==> config.mk <==
export PLATFORM = sky130hd
export DESIGN_NAME = egress_port_allowlist_filter
export DESIGN_NICKNAME = d
export VERILOG_FILES = /design/src/rtl/eplf_pkg.sv /design/src/rtl/eplf_capture.sv /design/src/rtl/eplf_verdict.sv /design/src/rtl/egress_port_allowlist_filter.sv
export SDC_FILE = /design/constraint.sdc
export NUM_CORES = 2
export LEC_CHECK = 0
export BUFFER_PORTS_ARGS = -buffer_cell sky130_fd_sc_hd__buf_4
export CAP_MARGIN = 20
export CORE_UTILIZATION = 30
export CTS_BUF_LIST = sky130_fd_sc_hd__clkbuf_16
export DETAILED_ROUTE_END_ITERATION = 12
export GPL_TIMING_DRIVEN = 0
export PLACE_DENSITY_LB_ADDON = 0.12
export SKIP_CTS_REPAIR_TIMING = 1
export SLEW_MARGIN = 20
export SYNTH_ARGS = -nofsm -noshare
export SYNTH_HDL_FRONTEND = slang
export SYNTH_SLANG_ARGS = --single-unit
export TNS_END_PERCENT = 30
==> constraint.sdc <==
create_clock -name clk -period 7.6 [get_ports clk]
set_input_delay 1.52 -clock clk [delete_from_list [all_inputs] [get_ports clk]]
set_output_delay 1.52 -clock clk [all_outputs]
set_load 0.02 [all_outputs]
==> src/rtl/eplf_pkg.sv <==
// Package for the egress port allowlist filter.
// Holds the frame capture and result types, ethertypes, protocol numbers and codes.
// No dependencies.
package eplf_pkg;

  localparam int PORT_SLOTS = 12;
  localparam int PORT_W     = 16;
  localparam int CFG_IDX_W  = 2;
  localparam int CFG_DATA_W = 64;
  localparam int SLOTS_W    = 4;
  localparam int OFF_W      = 7;

  localparam logic [15:0] ETYPE_IPV4 = 16'h0800;
  localparam logic [15:0] ETYPE_IPV6 = 16'h86DD;
  localparam logic [15:0] ETYPE_ARP  = 16'h0806;
  localparam logic [7:0]  PROTO_TCP  = 8'd6;
  localparam logic [7:0]  PROTO_UDP  = 8'd17;

  localparam logic [OFF_W-1:0] OFF_MAX = 7'd127;

  typedef enum logic [CFG_IDX_W-1:0] {
    REG_ALLOW_FIRST  = 2'd0,
    REG_ALLOW_SECOND = 2'd1,
    REG_ALLOW_THIRD  = 2'd2,
    REG_SLOTS_IN_USE = 2'd3
  } cfg_reg_t;

  typedef enum logic [2:0] {
    CLS_NONE   = 3'd0,
    CLS_TCP_V4 = 3'd1,
    CLS_UDP_V4 = 3'd2,
    CLS_TCP_V6 = 3'd3,
    CLS_UDP_V6 = 3'd4
  } proto_class_t;

  typedef logic [PORT_SLOTS-1:0][PORT_W-1:0] slot_ports_t;

  typedef struct packed {
    logic [OFF_W-1:0] offset;
    logic [15:0]      ethertype;
    logic [7:0]       v4_protocol;
    logic [7:0]       v6_next_header;
    logic [63:0]      addr_high;
    logic [63:0]      addr_low;
    logic [15:0]      v4_port;
    logic [15:0]      v6_port;
    logic [63:0]      arp;
  } frame_t;

  typedef struct packed {
    logic              verdict;
    logic              event_valid;
    logic [15:0]       ethertype;
    proto_class_t      proto_class;
    logic [PORT_W-1:0] dest_port;
    logic [63:0]       address_high;
    logic [63:0]       address_low;
    logic [63:0]       arp_words;
  } result_t;

endpackage

==> src/rtl/eplf_capture.sv <==
// Per-frame capture registers of the egress port allowlist filter.
// Tracks the byte offset and collects header fields; shows the state including the current word.
// Depends on eplf_pkg.
module eplf_capture import eplf_pkg::*; (
  input  logic       clk,
  input  logic       rst_n,
  input  logic       step,
  input  logic [7:0] frame_byte,
  input  logic       last_byte,
  output frame_t     frame_cur,
  output frame_t     frame_held
);

  frame_t st_r;
  frame_t st_nxt;
  frame_t frame_cap;
  logic [OFF_W-1:0] off;

  assign off = st_r.offset;

  always_comb begin
    frame_cap = st_r;
    if (off == 7'd12) begin
      frame_cap.ethertype[15:8] = frame_byte;
    end
    if (off == 7'd13) begin
      frame_cap.ethertype[7:0] = frame_byte;
    end
    if (off >= 7'd14 && off <= 7'd21) begin
      frame_cap.arp[{3'(7'd21 - off), 3'b000} +: 8] = frame_byte;
    end
    if (st_r.ethertype == ETYPE_IPV4) begin
      if (off == 7'd23) begin
        frame_cap.v4_protocol = frame_byte;
      end else if (off >= 7'd30 && off <= 7'd33) begin
        frame_cap.addr_high[{1'b1, 2'(7'd33 - off), 3'b000} +: 8] = frame_byte;
      end else if (off == 7'd36) begin
        frame_cap.v4_port[15:8] = frame_byte;
      end else if (off == 7'd37) begin
        frame_cap.v4_port[7:0] = frame_byte;
      end
    end else if (st_r.ethertype == ETYPE_IPV6) begin
      if (off == 7'd20) begin
        frame_cap.v6_next_header = frame_byte;
      end else if (off >= 7'd38 && off <= 7'd45) begin
        frame_cap.addr_high[{3'(7'd45 - off), 3'b000} +: 8] = frame_byte;
      end else if (off >= 7'd46 && off <= 7'd53) begin
        frame_cap.addr_low[{3'(7'd53 - off), 3'b000} +: 8] = frame_byte;
      end else if (off == 7'd56) begin
        frame_cap.v6_port[15:8] = frame_byte;
      end else if (off == 7'd57) begin
        frame_cap.v6_port[7:0] = frame_byte;
      end
    end
  end

  always_comb begin
    st_nxt        = frame_cap;
    st_nxt.offset = (off < OFF_MAX) ? off + 7'd1 : OFF_MAX;
  end

  always_ff @(posedge clk) begin
    if (!rst_n) begin
      st_r <= '0;
    end else if (step) begin
      if (last_byte) begin
        st_r <= '0;
      end else begin
        st_r <= st_nxt;
      end
    end
  end

  assign frame_cur  = frame_cap;
  assign frame_held = st_r;

endmodule

==> src/rtl/eplf_verdict.sv <==
// Frame classification and allowlist match of the egress port allowlist filter.
// Turns the captured header fields of a finished frame into one result word.
// Depends on eplf_pkg.
module eplf_verdict import eplf_pkg::*; (
  input  frame_t               frame,
  input  slot_ports_t          slot_ports,
  input  logic [SLOTS_W-1:0]   slots_in_use,
  output result_t              result
);

  logic [OFF_W:0]    len;
  logic              v4_tcp, v4_udp, v6_tcp, v6_udp;
  logic              is_v4, is_v6, is_arp;
  logic              port_hit;
  logic [PORT_W-1:0] port;

  assign len    = {1'b0, frame.offset} + 8'd1;
  assign is_v4  = (frame.ethertype == ETYPE_IPV4) && (len >= 8'd34);
  assign is_v6  = (frame.ethertype == ETYPE_IPV6) && (len >= 8'd54);
  assign is_arp = (frame.ethertype == ETYPE_ARP);
  assign v4_tcp = (frame.v4_protocol == PROTO_TCP) && (len >= 8'd54);
  assign v4_udp = (frame.v4_protocol == PROTO_UDP) && (len >= 8'd42);
  assign v6_tcp = (frame.v6_next_header == PROTO_TCP) && (len >= 8'd74);
  assign v6_udp = (frame.v6_next_header == PROTO_UDP) && (len >= 8'd62);

  always_comb begin
    result             = '0;
    result.event_valid = 1'b1;
    result.ethertype   = frame.ethertype;
    result.proto_class = CLS_NONE;
    port               = '0;
    if (is_v4) begin
      if (v4_tcp || v4_udp) begin
        result.proto_class  = v4_tcp ? CLS_TCP_V4 : CLS_UDP_V4;
        port                = frame.v4_port;
        result.address_high = frame.addr_high;
      end else begin
        result.event_valid = 1'b0;
      end
    end else if (is_v6) begin
      if (v6_tcp || v6_udp) begin
        result.proto_class  = v6_tcp ? CLS_TCP_V6 : CLS_UDP_V6;
        port                = frame.v6_port;
        result.address_high = frame.addr_high;
        result.address_low  = frame.addr_low;
      end else begin
        result.event_valid = 1'b0;
      end
    end else if (is_arp && len >= 8'd22) begin
      result.arp_words = frame.arp;
    end

    port_hit = 1'b0;
    for (int k = 0; k < PORT_SLOTS; k++) begin
      if (slots_in_use > SLOTS_W'(k) && slot_ports[k] == port) begin
        port_hit = 1'b1;
      end
    end

    result.dest_port = port;
    result.verdict   = is_arp || port_hit;
    if (!result.event_valid) begin
      result = '0;
    end
  end

endmodule

==> src/rtl/egress_port_allowlist_filter.sv <==
// Top level of the egress port allowlist filter.
// Input word register, configuration registers, result register; uses eplf_capture, eplf_verdict.
// Depends on eplf_pkg.

// The filter takes one frame byte per clock unless stalled and gives one result word per frame
// once its last byte is accepted: the byte passes the input register, where it is captured and,
// on the last byte, the frame is classified and matched against the port slots, and then the
// result register. Bytes that are not last never wait. A last byte waits in the input register
// only while the previous result is still held by a stalled output, so the rate is one byte per
// clock while the output is not stalled. Configuration writes take effect at the next clock; the
// user must make them only while no frame is in flight, and the block does not enforce this.
module egress_port_allowlist_filter import eplf_pkg::*; (
  input  logic                   clk,
  input  logic                   rst_n,
  input  logic                   cfg_we,
  input  logic [CFG_IDX_W-1:0]   cfg_index,
  input  logic [CFG_DATA_W-1:0]  cfg_wdata,
  input  logic                   in_valid,
  output logic                   in_stall,
  input  logic [7:0]             in_frame_byte,
  input  logic                   in_last_byte,
  output logic                   out_valid,
  input  logic                   out_stall,
  output logic                   out_verdict,
  output logic                   out_event_valid,
  output logic [15:0]            out_frame_ethertype,
  output logic [2:0]             out_proto_class,
  output logic [PORT_W-1:0]      out_destination_port,
  output logic [63:0]            out_address_high,
  output logic [63:0]            out_address_low,
  output logic [63:0]            out_arp_words
);

  logic [63:0]        allow_first_r, allow_second_r, allow_third_r;
  logic [SLOTS_W-1:0] slots_in_use_r;
  logic               in_valid_r;
  logic [7:0]         in_byte_r;
  logic               in_last_r;
  logic               out_valid_r;
  result_t            out_r;
  logic               step;
  logic               out_free;
  frame_t             frame_cur;
  frame_t             frame_held;
  result_t            result;
  slot_ports_t        slot_ports;

  always_ff @(posedge clk) begin
    if (!rst_n) begin
      allow_first_r  <= '0;
      allow_second_r <= '0;
      allow_third_r  <= '0;
      slots_in_use_r <= 4'd10;
    end else if (cfg_we) begin
      case (cfg_reg_t'(cfg_index))
        REG_ALLOW_FIRST:  allow_first_r  <= cfg_wdata;
        REG_ALLOW_SECOND: allow_second_r <= cfg_wdata;
        REG_ALLOW_THIRD:  allow_third_r  <= cfg_wdata;
        REG_SLOTS_IN_USE: slots_in_use_r <= cfg_wdata[SLOTS_W-1:0];
        default: begin
        end
      endcase
    end
  end

  assign slot_ports = slot_ports_t'({allow_third_r, allow_second_r, allow_first_r});

  assign out_free = !out_valid_r || !out_stall;
  assign step     = in_valid_r && (!in_last_r || out_free);
  assign in_stall = in_valid_r && !step;

  always_ff @(posedge clk) begin
    if (!rst_n) begin
      in_valid_r <= 1'b0;
    end else if (!in_stall) begin
      in_valid_r <= in_valid;
    end
  end

  always_ff @(posedge clk) begin
    if (in_valid && !in_stall) begin
      in_byte_r <= in_frame_byte;
      in_last_r <= in_last_byte;
    end
  end

  eplf_capture u_capture (
    .clk        (clk),
    .rst_n      (rst_n),
    .step       (step),
    .frame_byte (in_byte_r),
    .last_byte  (in_last_r),
    .frame_cur  (frame_cur),
    .frame_held (frame_held)
  );

  eplf_verdict u_verdict (
    .frame        (frame_cur),
    .slot_ports   (slot_ports),
    .slots_in_use (slots_in_use_r),
    .result       (result)
  );

  always_ff @(posedge clk) begin
    if (!rst_n) begin
      out_valid_r <= 1'b0;
    end else if (step && in_last_r) begin
      out_valid_r <= 1'b1;
    end else if (!out_stall) begin
      out_valid_r <= 1'b0;
    end
  end

  always_ff @(posedge clk) begin
    if (step && in_last_r) begin
      out_r <= result;
    end
  end

  assign out_valid            = out_valid_r;
  assign out_verdict          = out_r.verdict;
  assign out_event_valid      = out_r.event_valid;
  assign out_frame_ethertype  = out_r.ethertype;
  assign out_proto_class      = out_r.proto_class;
  assign out_destination_port = out_r.dest_port;
  assign out_address_high     = out_r.address_high;
  assign out_address_low      = out_r.address_low;
  assign out_arp_words        = out_r.arp_words;

  a_stall_only_last: assert property (@(posedge clk) disable iff (!rst_n)
    in_stall |-> (in_valid_r && in_last_r && out_valid_r && out_stall))
    else $error("input stalled without a blocked last word");

  a_clear_after_last: assert property (@(posedge clk) disable iff (!rst_n)
    (step && in_last_r) |=> (frame_held.offset == '0 && frame_held.ethertype == '0))
    else $error("frame state not cleared after last word");

  a_dropped_is_zero: assert property (@(posedge clk) disable iff (!rst_n)
    (out_valid && !out_event_valid) |->
      (!out_verdict && out_proto_class == CLS_NONE && out_destination_port == '0))
    else $error("discarded result carries nonzero fields");

  a_result_loaded: assert property (@(posedge clk) disable iff (!rst_n)
    (step && in_last_r) |=> out_valid)
    else $error("last word did not produce a result");

endmodule
==> flow_metrics.py <==
metrics = {
    "clocking": {
        "clock-sinks": 699,
        "clkLatencyLatePin_ns": 0.69,
        "path_clk_slew_ns": 0.06,
        "root_buffer": "clkbuf_16",
        "htreeDepth": 3,
        "cts_tree": "built",
        "numCtsBuffers": 84,
        "cts_buffer_depth": 3,
    },
    "power": {
        "internal-power_mw": 6.42,
        "p_per_area_nw_per_um2": 219,
        "netSwitchingFraction_pct": 25.1,
        "clockPowerShare_pct": 48.0,
        "p_leak_nw": 14.3,
        "comb_power_share_pct": 6.2,
        "vdd_ir_drop_max_mv": 0.145,
        "p_switching_mw": 2.16,
        "power_mw": 8.58,
        "seqPwrFrac_pct": 45.8,
    },
    "floorplanning": {
        "chipWidth_um": 330,
        "fp-row-count": 119,
        "die-area_um2": 109000,
        "io_pins": 311,
        "initial_core_util_pct": 30.5,
        "core_um2": 106000,
        "dieHeight_um": 330,
    },
    "worst_setup_path": {
        "cp_top_family": "compound AO/OA/AOI/OAI gates",
        "slowest_delay_ns": 0.79,
        "critPathCaptureType": "flop",
        "crit_chain": "clkbuf_1 > inv_1 > ha_1 > clkbuf_1 > and3b_1 > nand2_1 > clkbuf_1 > nand2b_1 > a221oi_1 > o2111ai_4 > o22ai_2 > buf_6 > xor2_1 > nor4_1 > nand4_1 > nor4_1 > nor4_1 > a31oi_1",
        "cp-start-kind": "flop",
        "cp.arrival_ns": 7.08,
        "cp_slowest_cell": "nor4_1",
        "crit_buf_inv": 5,
        "crit_type": "flop to flop",
        "cp_data_required_time_ns": 8.03,
        "cp_max_fo": 10,
    },
    "global_route": {
        "grt_pass1_wl_mm": 183,
        "antenna_found_initial": 4,
        "gr-total-overflow": 0,
        "grt_pass1_vias": 25900,
        "grt_max_degree": 55,
        "grt_util_all_layers_pct": 23.1,
    },
    "layout": {
        "syn_to_final_growth_pct": 21.7,
        "fin_nets": 3927,
        "design_area_um2": 39200,
        "finish.utilization_pct": 37.0,
        "drive_above_1_share_pct": 13.0,
    },
    "sta": {
        "min_period_ns": 6.65,
        "maxSlewHeadroom_pct": 23.1,
        "worst_pin_slew_ns": 1.15,
        "report.final.slew_viol_count": 0,
        "setup_violations": 0,
        "finalClockSkew_ns": 0.0316,
        "report.final.hold_viol_count": 0,
        "fin_crit_sh_pct": 87.4,
        "timing.hold.ws_ns": 0.475,
        "rsz0062_at_grt": "false",
        "fmax_ghz": 0.150,
    },
    "placement": {
        "dp.final_hpwl_mm": 93.3,
        "routabilityCongestion": 0.871,
        "place_area_um2": 36500,
        "io_buffers": 309,
    },
    "synth": {
        "ys_warn_count": 0,
        "ys_seq_area_share_pct": 50.8,
        "yosysUniqueCellTypes": 80,
        "synthesis.area_um2": 32200,
        "syn_nets": 3526,
        "synth-main-ff-cell": "dfxtp_1",
        "synth_edf_count": 238,
        "syn_area_per_cell_um2": 9.38,
        "ys_ff_latch": 699,
        "async_flop_share_pct": 0,
        "synth_cells": 3435,
    },
    "routing": {
        "detail_route.vias_per_cell": 5.08,
        "drc": 0,
        "wl_mm": 129,
        "drt_first_pass_iters": 5,
        "first_iter_violations": 1988,
        "drtAntennaViolNets": 0,
        "wl_per_cell_um": 24.3,
        "num_vias": 26900,
    },
    "run": {
        "maxCapViolations": 0,
    },
    "hold_path": {
        "hold_class": "flop to flop",
    },
    "status": {
        "outcome": "completed",
    },
}
==> worst paths after layout <==
kind,start,to,slack [ns],cells after the start
max reg2reg,u_capture.off[0],out_verdict,0.95,18
min,u_capture.frame_held[239],u_capture.frame_held[239],0.47,2
max,u_capture.off[0],out_verdict,0.95,18
min reg2reg,u_capture.frame_held[239],u_capture.frame_held[239],0.47,2
==> cell usage after synthesis, types with 38 or more instances <==
master | n | area share [%]
nand2_1 | 632 | 7.4
dfxtp_1 | 461 | 29
nor2b_1 | 264 | 5.1
nor2_1 | 254 | 3.0
a22oi_1 | 238 | 5.5
edfxtp_1 | 238 | 22
clkbuf_1 | 225 | 2.6
a21boi_0 | 199 | 4.6
a21oi_1 | 178 | 2.8
xor2_1 | 164 | 4.5
mux2i_1 | 64 | 2.0
nor4_1 | 53 | 1.0
and2_1 | 42 | 0.82
nor3_1 | 39 | 0.61
nand3_1 | 38 | 0.59
==> cell families (layout without fill, tap and decap cells) <==
logic type               after synthesis  in the layout  share of synthesized area [%]
adder cells (fa/ha/maj)               11             11                          0.427
AO/OA/AOI/OAI                        762            762                           17.0
buffers and inverters                286            756                           3.75
XOR/XNOR                             195            195                           5.30
other                                  0              3                              0
flip-flops                           699            699                           50.8
AND/OR/NAND/NOR                     1418           1418                           20.7
multiplexers                          64             64                           1.99
==> per-stage QoR <==
step           setup TNS, ns  instances  setup slack [ns]
6_report                   0       5299             0.954
5_1_grt                    0       5296             0.837
4_1_cts                    0       5296              1.01
3_5_place_dp               0       5141              1.05
3_3_place_gp         -710.66       5135             -3.14
2_1_floorplan              0       3435            0.0358
==> cells in the final DEF, fill, tap and decap left out, types with 11 or more instances in the layout <==
master     Yosys  layout
edfxtp_1     238     238
buf_1         16      16
a22oi_1      238     238
a21oi_1      178     177
and3_1        18      17
nor2b_1      264     264
mux2i_1       64      64
nor3_1        39      38
xnor2_1       31      31
buf_6         15      15
o21ai_1       23      23
nor2_1       254     253
and2_1        42      42
clkbuf_1     225     221
nand3_1       38      38
buf_4          4     314
a32oi_1       30      30
dfxtp_1      461     461
xor2_1       164     164
clkinv_1       2      16
inv_1         19      41
ha_1          11      11
nor4_1        53      52
nand4_1       21      21
a21boi_0     199     199
nand2_1      632     632
clkinv_2       0      13
clkbuf_16      0      84
o21ai_0       24      24
==> power by group through the flow <==
stage | logic [mW] | registers (mW) | clock network (mW)
5_1_grt | 0.560 | 3.93 | 4.34
6_report | 0.533 | 3.93 | 4.12
3_5_place_dp | 0.529 | 4.01 | 0
3_3_place_gp | 0.524 | 4.03 | 0
4_1_cts | 0.531 | 3.93 | 4.18
2_1_floorplan | 0.253 | 4.02 | 0
==> flip-flops by register name, summed over array words and instances, names as in the netlist, 3 cells and up <==
signal / cells
u_capture.frame_held: 256
out_frame_ethertype: 16
out_address_low: 64
allow_third_r: 64
allow_first_r: 64
u_capture.off: 7
out_proto_class: 3
in_byte_r: 8
slots_in_use_r: 4
out_destination_port: 16
allow_second_r: 64
out_address_high: 64
out_arp_words: 64
==> worst register-to-register path: stages (launching register included) <==
cell	delay, ns
dfxtp_1	0.54
clkbuf_1	0.43
inv_1	0.16
ha_1	0.26
clkbuf_1	0.23
and3b_1	0.27
nand2_1	0.14
clkbuf_1	0.40
nand2b_1	0.11
a221oi_1	0.60
o2111ai_4	0.45
o22ai_2	0.59
buf_6	0.32
xor2_1	0.11
nor4_1	0.37
nand4_1	0.16
nor4_1	0.79
nor4_1	0.10
a31oi_1	0.38
==> metal layers <==
layer / up-vias / routed length (µm) / track usage (%)
li1: 12800 / - / -
met1: 13100 / 56700 / 30.5
met2: 845 / 61900 / 38.9
met3: 144 / 6570 / 2.94
met4: 0 / 3550 / 7.58
met5: - / 0 / 0
==> final cells by class <==
cell class / count / area [µm²]
fillers: 11100 / 66600
flip-flops and latches: 699 / 16400
multi-input cells: 2450 / 14700
repair buffers: 315 / 2440
clock buffers: 84 / 2100
well taps: 1391 / 1740
plain buffers: 265 / 1130
clock inverters: 71 / 656
inverters: 21 / 78.8
diodes: 3 / 7.51
Note: power is estimated with default switching activity, not from simulation.
